--- src/design/omv_pkg.sv ---
// ----------------------------------------------------------------------------
// omv_pkg: shared types and constants for the online mean/variance unit
// Word formats, fixed widths and the divider control/status bundles.
// ----------------------------------------------------------------------------
package omv_pkg;

  // Sample and mean: two's complement, 16 fraction bits.
  localparam int unsigned SampleW = 32;
  localparam int unsigned CountW  = 32;
  localparam int unsigned FracW   = 16;
  // Sum of squared deviations, unsigned, 16 fraction bits.
  localparam int unsigned M2W     = 64;
  localparam int unsigned VarW    = 63;
  // x - mean needs one extra bit.
  localparam int unsigned DiffW   = SampleW + 1;
  localparam int unsigned ProdW   = 2 * DiffW;
  // Divider dividend width and iteration counter width.
  localparam int unsigned DvdW    = M2W;
  localparam int unsigned IterW   = $clog2(DvdW + 1);

  typedef struct packed {
    logic signed [SampleW-1:0] sample;
    logic                      last;
  } in_word_t;

  typedef struct packed {
    logic signed [SampleW-1:0] mean;
    logic [VarW-1:0]           variance;
    logic [CountW-1:0]         sample_count;
    logic                      variance_valid;
  } out_word_t;

  typedef struct packed {
    logic              start;
    logic [DvdW-1:0]   dividend;
    logic [CountW-1:0] divisor;
    logic [IterW-1:0]  iters;
  } div_req_t;

  typedef struct packed {
    logic            last_step;
    logic [DvdW-1:0] quotient;
  } div_rsp_t;

endpackage

--- src/design/omv_div.sv ---
// ----------------------------------------------------------------------------
// omv_div: shared restoring divider
// One quotient bit per cycle, MSB first; iteration count set at start.
// ----------------------------------------------------------------------------
module omv_div (
  input  logic              clk_i,
  input  logic              rst_ni,
  input  omv_pkg::div_req_t req_i,
  output omv_pkg::div_rsp_t rsp_o
);

  logic [omv_pkg::IterW-1:0]  cnt_q, cnt_d;
  logic [omv_pkg::CountW-1:0] rem_q, rem_d;
  logic [omv_pkg::CountW-1:0] dvs_q;
  logic [omv_pkg::DvdW-1:0]   quo_q;
  logic [omv_pkg::CountW:0]   cand;
  logic [omv_pkg::CountW:0]   cand_sub;
  logic                       ge;

  // Partial remainder shifted left with the next dividend bit.
  always_comb begin
    cand     = {rem_q, quo_q[omv_pkg::DvdW-1]};
    cand_sub = cand - {1'b0, dvs_q};
    ge       = (cand >= {1'b0, dvs_q});
    rem_d    = ge ? cand_sub[omv_pkg::CountW-1:0] : cand[omv_pkg::CountW-1:0];
  end

  always_comb begin
    if (req_i.start) begin
      cnt_d = req_i.iters;
    end else if (cnt_q != '0) begin
      cnt_d = cnt_q - 1'b1;
    end else begin
      cnt_d = cnt_q;
    end
  end

  always_ff @(posedge clk_i or negedge rst_ni) begin
    if (!rst_ni) begin
      cnt_q <= '0;
    end else begin
      cnt_q <= cnt_d;
    end
  end

  // Quotient bits shift in where dividend bits leave.
  always_ff @(posedge clk_i) begin
    if (req_i.start) begin
      rem_q <= '0;
      quo_q <= req_i.dividend;
      dvs_q <= req_i.divisor;
    end else if (cnt_q != '0) begin
      rem_q <= rem_d;
      quo_q <= {quo_q[omv_pkg::DvdW-2:0], ge};
    end
  end

  assign rsp_o.last_step = (cnt_q == omv_pkg::IterW'(1));
  assign rsp_o.quotient  = quo_q;

endmodule

--- src/design/online_mean_variance_unit.sv ---
// ----------------------------------------------------------------------------
// online_mean_variance_unit: running mean and sample variance (Welford)
// Per sample: n++, d = x - mean, mean += d/n, M2 += d*(x - mean) >> 16.
// On the last sample of a set: emit mean, M2/(n-1) (0 if n = 1), n; clear the state.
// ----------------------------------------------------------------------------
//
//  channel | valid       | stall        | word
//  --------+-------------+--------------+-----------------------------
//  in      | in_valid_i  | in_stall_o   | in_data_i  (sample, last)
//  out     | out_valid_o | out_stall_i  | out_data_o (mean, variance,
//          |             |              |   sample_count, variance_valid)
//
//  Steps per sample: accept, divider start, the divide steps for d/n,
//    mean update, multiply, M2 accumulate. The last sample of a set of two
//    or more adds a divider start, the divide steps for M2/(n-1) and the
//    result load; a lone sample adds only the result load.
//    The shared divider produces one quotient bit per cycle.
//  in_stall_o is high from the cycle after an accept until the block is idle.
//  The result sits in an output register; the next sample is taken while it
//    waits. A new result waits in the final state until that register frees.
//  Reset clears count, mean, M2 and the output valid.
//
module online_mean_variance_unit (
  input  logic               clk_i,
  input  logic               rst_ni,
  input  logic               in_valid_i,
  output logic               in_stall_o,
  input  omv_pkg::in_word_t  in_data_i,
  output logic               out_valid_o,
  input  logic               out_stall_i,
  output omv_pkg::out_word_t out_data_o
);

  // Sequencer states
  localparam logic [3:0] S_IDLE   = 4'd0;
  localparam logic [3:0] S_DSTART = 4'd1;  // kick off d/n
  localparam logic [3:0] S_DWAIT  = 4'd2;
  localparam logic [3:0] S_MEAN   = 4'd3;  // mean += q
  localparam logic [3:0] S_MUL    = 4'd4;  // |d| * |x - mean|
  localparam logic [3:0] S_ACC    = 4'd5;  // M2 += prod >> 16, saturating
  localparam logic [3:0] S_VSTART = 4'd6;  // kick off M2/(n-1)
  localparam logic [3:0] S_VWAIT  = 4'd7;
  localparam logic [3:0] S_OUT    = 4'd8;  // load output register, clear

  localparam int unsigned SampleW = omv_pkg::SampleW;
  localparam int unsigned CountW  = omv_pkg::CountW;
  localparam int unsigned DiffW   = omv_pkg::DiffW;
  localparam int unsigned ProdW   = omv_pkg::ProdW;
  localparam int unsigned M2W     = omv_pkg::M2W;
  localparam int unsigned VarW    = omv_pkg::VarW;
  localparam int unsigned DvdW    = omv_pkg::DvdW;

  logic [3:0]         state_q, state_d;
  logic [CountW-1:0]  count_q, count_d;
  logic [SampleW-1:0] mean_q, mean_d;
  logic [M2W-1:0]     m2_q, m2_d;
  logic               out_valid_q, out_valid_d;

  // Per-sample working registers (no reset needed)
  logic [SampleW-1:0] x_q;
  logic [DiffW-1:0]   dmag_q;
  logic               dneg_q;
  logic               last_q;
  logic [ProdW-1:0]   prod_q;
  omv_pkg::out_word_t out_q;

  logic               in_acc;
  logic               out_load;
  logic [SampleW-1:0] sub_x;
  logic [DiffW-1:0]   diff;
  logic [DiffW-1:0]   diff_mag;
  logic [DiffW-1:0]   q;
  logic [DiffW-1:0]   q_signed;
  logic [DiffW-1:0]   mean_sum;
  logic [M2W:0]       m2_sum;
  logic [CountW-1:0]  count_inc;
  logic [VarW-1:0]    var_sat;
  logic               cnt_ge2;

  omv_pkg::div_req_t  div_req;
  omv_pkg::div_rsp_t  div_rsp;

  omv_div u_div (
    .clk_i  (clk_i),
    .rst_ni (rst_ni),
    .req_i  (div_req),
    .rsp_o  (div_rsp)
  );

  assign in_stall_o = (state_q != S_IDLE);
  assign in_acc     = in_valid_i && (state_q == S_IDLE);
  assign out_load   = (state_q == S_OUT) && (!out_valid_q || !out_stall_i);

  // One subtractor: x - mean for the new sample at accept, x - new mean later.
  always_comb begin
    sub_x    = (state_q == S_IDLE) ? in_data_i.sample : x_q;
    diff     = {sub_x[SampleW-1], sub_x} - {mean_q[SampleW-1], mean_q};
    diff_mag = diff[DiffW-1] ? (~diff + DiffW'(1)) : diff;
  end

  // Mean update: quotient truncates toward zero, sign from d.
  always_comb begin
    q        = div_rsp.quotient[DiffW-1:0];
    q_signed = dneg_q ? (~q + DiffW'(1)) : q;
    mean_sum = {mean_q[SampleW-1], mean_q} + q_signed;
  end

  assign m2_sum    = {1'b0, m2_q} + (M2W + 1)'(prod_q >> omv_pkg::FracW);
  assign count_inc = (&count_q) ? count_q : count_q + 1'b1;
  assign cnt_ge2   = (count_q >= CountW'(2));
  // Only a divisor of one can push the quotient past the variance range.
  assign var_sat   = (|div_rsp.quotient[DvdW-1:VarW]) ? {VarW{1'b1}}
                                                      : div_rsp.quotient[VarW-1:0];

  always_comb begin
    div_req.start    = state_q inside {S_DSTART, S_VSTART};
    div_req.dividend = (state_q == S_DSTART) ? {dmag_q, {(DvdW - DiffW){1'b0}}} : m2_q;
    div_req.divisor  = (state_q == S_DSTART) ? count_q : count_q - 1'b1;
    div_req.iters    = (state_q == S_DSTART) ? omv_pkg::IterW'(DiffW)
                                             : omv_pkg::IterW'(DvdW);
  end

  // Sequencer and running state
  always_comb begin
    state_d     = state_q;
    count_d     = count_q;
    mean_d      = mean_q;
    m2_d        = m2_q;
    out_valid_d = out_valid_q && out_stall_i;
    case (state_q)
      S_IDLE: begin
        if (in_acc) begin
          count_d = count_inc;
          state_d = S_DSTART;
        end
      end
      S_DSTART: state_d = S_DWAIT;
      S_DWAIT: begin
        if (div_rsp.last_step) begin
          state_d = S_MEAN;
        end
      end
      S_MEAN: begin
        mean_d  = mean_sum[SampleW-1:0];
        state_d = S_MUL;
      end
      S_MUL: state_d = S_ACC;
      S_ACC: begin
        m2_d = m2_sum[M2W] ? {M2W{1'b1}} : m2_sum[M2W-1:0];
        if (!last_q) begin
          state_d = S_IDLE;
        end else if (cnt_ge2) begin
          state_d = S_VSTART;
        end else begin
          state_d = S_OUT;
        end
      end
      S_VSTART: state_d = S_VWAIT;
      S_VWAIT: begin
        if (div_rsp.last_step) begin
          state_d = S_OUT;
        end
      end
      S_OUT: begin
        if (out_load) begin
          out_valid_d = 1'b1;
          count_d     = '0;
          mean_d      = '0;
          m2_d        = '0;
          state_d     = S_IDLE;
        end
      end
      default: state_d = S_IDLE;
    endcase
  end

  always_ff @(posedge clk_i or negedge rst_ni) begin
    if (!rst_ni) begin
      state_q     <= S_IDLE;
      count_q     <= '0;
      mean_q      <= '0;
      m2_q        <= '0;
      out_valid_q <= 1'b0;
    end else begin
      state_q     <= state_d;
      count_q     <= count_d;
      mean_q      <= mean_d;
      m2_q        <= m2_d;
      out_valid_q <= out_valid_d;
    end
  end

  always_ff @(posedge clk_i) begin
    if (in_acc) begin
      x_q    <= in_data_i.sample;
      last_q <= in_data_i.last;
      dmag_q <= diff_mag;
      dneg_q <= diff[DiffW-1];
    end
    // |d| * |x - new mean|, never negative
    if (state_q == S_MUL) begin
      prod_q <= ProdW'(dmag_q) * ProdW'(diff_mag);
    end
    if (out_load) begin
      out_q.mean           <= mean_q;
      out_q.variance       <= cnt_ge2 ? var_sat : '0;
      out_q.sample_count   <= count_q;
      out_q.variance_valid <= cnt_ge2;
    end
  end

  assign out_valid_o = out_valid_q;
  assign out_data_o  = out_q;

endmodule

--- config.mk ---
export PLATFORM = sky130hd
export DESIGN_NAME = online_mean_variance_unit
export DESIGN_NICKNAME = d
export VERILOG_FILES = /design/src/design/omv_pkg.sv /design/src/design/omv_div.sv /design/src/design/online_mean_variance_unit.sv
export SDC_FILE = /design/constraint.sdc
export NUM_CORES = 2
export LEC_CHECK = 0
export BUFFER_PORTS_ARGS = -buffer_cell sky130_fd_sc_hd__buf_2
export CAP_MARGIN = 15
export CORE_ASPECT_RATIO = 0.6
export CORE_UTILIZATION = 65
export CTS_CLUSTER_SIZE = 24
export DETAILED_ROUTE_END_ITERATION = 16
export GPL_TIMING_DRIVEN = 0
export PLACE_DENSITY = 0.92
export SYNTH_ARGS = -nofsm -noshare
export SYNTH_HDL_FRONTEND = slang
export SYNTH_HIERARCHICAL = 1
export SYNTH_SLANG_ARGS = --single-unit
export TNS_END_PERCENT = 10
--- constraint.sdc ---
create_clock -name clk_i -period 23.9 [get_ports clk_i]
set_clock_uncertainty 0.2 [all_clocks]
set_input_delay 1.195 -clock clk_i [delete_from_list [all_inputs] [get_ports clk_i]]
set_output_delay 1.195 -clock clk_i [all_outputs]
set_load 0.1 [all_outputs]
==> reports/qor.yml <==
outcome: "finished, violations left"
violations: "DRC"
wire_per_inst_um: 29.2
vias: 56832
hold_viol: 0
vias_per_cell: 6.52
hold_class: "reg2reg"
worstPathArrival_ns: 16.87
portBuffers: 166
max-slew-margin-rel_pct: 5.58
remaining_drc_errors: 2
cp.required_ns: 24.15
cts_buffers: 51
crit_path_max_fanout: 10
r2r_slack_ns: 7.28
min_to: "out_data_o[28]"
dieArea_mm2: 0.102
place_area_mm2: 0.0684
syn_inst: 7027
async_flop_share_pct: 27.3
overflow: 0
ys_ff_latch: 513
ys_warn_count: 6
r2r.worst_path.cells: 46
rr_endpoint: "prod_q[62]"
grt_max_degree: 80
area_delta_synth_final_pct: 8.33
drive_gt1_share_pct: 7.02
maxCapViolations: 0
synth_cell_types: 105
cts.clk_slew.worst_paths_ns: 0.07
first_global_vias: 54433
finalSetupViolCount: 0
cts_setup_buffers: 0
finalMaxSlewViolations: 0
firstDrtPassIters: 13
cp-end-kind: "flop"
hp-start: "count_q[27]"
post-route-period-util_pct: 69.5
hold_depth: 0
gp_routability_congestion: 1.11
hpwl_um: 206000
synth_edf_count: 341
syn-mean-instance-area_um2: 9.28
pin_count: 167
grt_use_total_pct: 50.3
clockRootBuffer: "clkbuf_16"
drtIter0Drc: 9268
clockBufferDepth: 3
synth-main-ff-cell: "edfxtp_1"
ant_nets: 0
syn_area_mm2: 0.0652
cts_resized: 0
drt_wl_total_um: 255000
ys_seq_area_share_pct: 22.1
rows: 89
worst_pin_slew_ns: 1.42
critPathKind: "reg2reg"
die_h_um: 247
slowest_delay_ns: 0.87
core_mm2: 0.0989
min_period_ns: 16.62
layout.nets: 8718
r2r_start: "state_q[3]"
fmax_ghz: 0.0602
grt_antenna_before_repair: 32
tns_ns: 0
insertion_delay_ns: 0.69
cts_hold_buffers: 0
cts_tree: "done"
grt_pass1_wl_um: 367000
fp.dieW_um: 411
cpMostUsedCell: "fa_1"
htreeDepth: 2
critical-path-slowest-cell: "xor2_1"
cp-start-kind: "flop"
clock-sinks: 513
design_area_mm2: 0.0706
start_util_pct: 65.9
rsz0062_at_grt: "false"
## layer usage
metal | share of wire [%] | track usage, %
met5 | 0.34 | 4.52
met4 | 3.5 | 15.2
met3 | 20 | 28.9
met2 | 37 | 62.4
met1 | 39 | 72.4
## synthesized netlist by cell type (97+ instances only)
cell / n / share of area (%)
inv_1: 1151 / 6.6
nand2_1: 1043 / 6.0
fa_1: 961 / 30
ha_1: 414 / 7.9
and2_1: 374 / 3.6
clkbuf_1: 341 / 2.0
edfxtp_1: 341 / 16
nor2_1: 336 / 1.9
a21oi_1: 298 / 2.3
o21ai_0: 195 / 1.5
xnor2_1: 164 / 2.2
dfrtp_1: 140 / 5.4
a21o_1: 136 / 1.6
xor2_1: 115 / 1.5
nand3_1: 107 / 0.82
mux2_2: 97 / 1.7
## sequential cells by signal (all words and copies together) (netlist names)
name         count
count_q         32
dmag_q          33
dneg_q           1
last_q           1
m2_q            64
mean_q          32
out_data_o     128
out_valid_o      1
prod_q          50
state_q          4
u_div/cnt_q      7
u_div/dvs_q     32
u_div/quo_q     64
u_div/rem_q     32
x_q             32
## cells in the final DEF (no fill, tap or decap), types with 97 or more instances in the layout
cell type  count
nor2_1       335
nand3_1      107
mux2_2        97
edfxtp_1     341
inv_1       1151
dfrtp_1      140
and2_1       373
ha_1         414
clkbuf_1     346
a21o_1       136
a21oi_1      298
buf_2        183
nand2_1     1042
fa_1         961
o21ai_0      195
xor2_1       108
xnor2_1      150
## through the flow
stage	utilization, %	cells	setup WS (ns)	hold slack (ns)
after floorplan	-	7030	11.38	0.223
after global placement	68.5	8515	5.37	0.234
after detailed placement	69.2	8552	7.50	0.229
after CTS	71.0	8648	7.42	0.246
after global routing	71.3	8682	6.66	0.250
final	71.4	8716	7.28	0.248
## worst max-delay path by stage
stage | to | start | depth (start not counted)
finish | prod_q[62] | state_q[3] | 46
global route | prod_q[62] | state_q[3] | 46
CTS | prod_q[60] | state_q[3] | 40
detailed placement | prod_q[60] | state_q[3] | 39
global placement | prod_q[47] | state_q[3] | 43
floorplan | prod_q[62] | state_q[3] | 45
## critical path, delay by kind of cell (launching register included)
| family | cells | cell delay [ns] |
|---|---|---|
| fa+ha+maj | 10 | 4.60 |
| buf+inv | 13 | 3.80 |
| compound gates | 13 | 3.55 |
| simple gates | 7 | 2.18 |
| xor+xnor | 2 | 1.24 |
| mux | 1 | 0.42 |
| flops | 1 | 0.36 |
## cell type report
class	count	area (um2)
flip-flops and latches	513	14400
clock inverters	35	420
well taps	1319	1650
plain buffers	381	1510
inverters	1152	4320
fillers	7278	28300
multi-input cells	4984	45200
diodes	48	120
repair buffers	223	1670
clock buffers	61	1360
## cells by family (layout without fill, tap and decap cells)
kind of cell / after synthesis / count (layout) / synth area share [%]
multiplexers: 120 / 120 / 2.03
AO/OA/AOI/OAI: 979 / 979 / 9.70
adder cells (fa/ha/maj): 1375 / 1375 / 37.4
flip-flops: 513 / 513 / 22.1
AND/OR/NAND/NOR: 2225 / 2225 / 16.0
other: 1 / 52 / 0.00575
XOR/XNOR: 281 / 281 / 3.80
buffers and inverters: 1533 / 1852 / 8.94
Power is not shown: default switching activity piles up to over one toggle a cycle in this logic, so the estimate is an artifact.
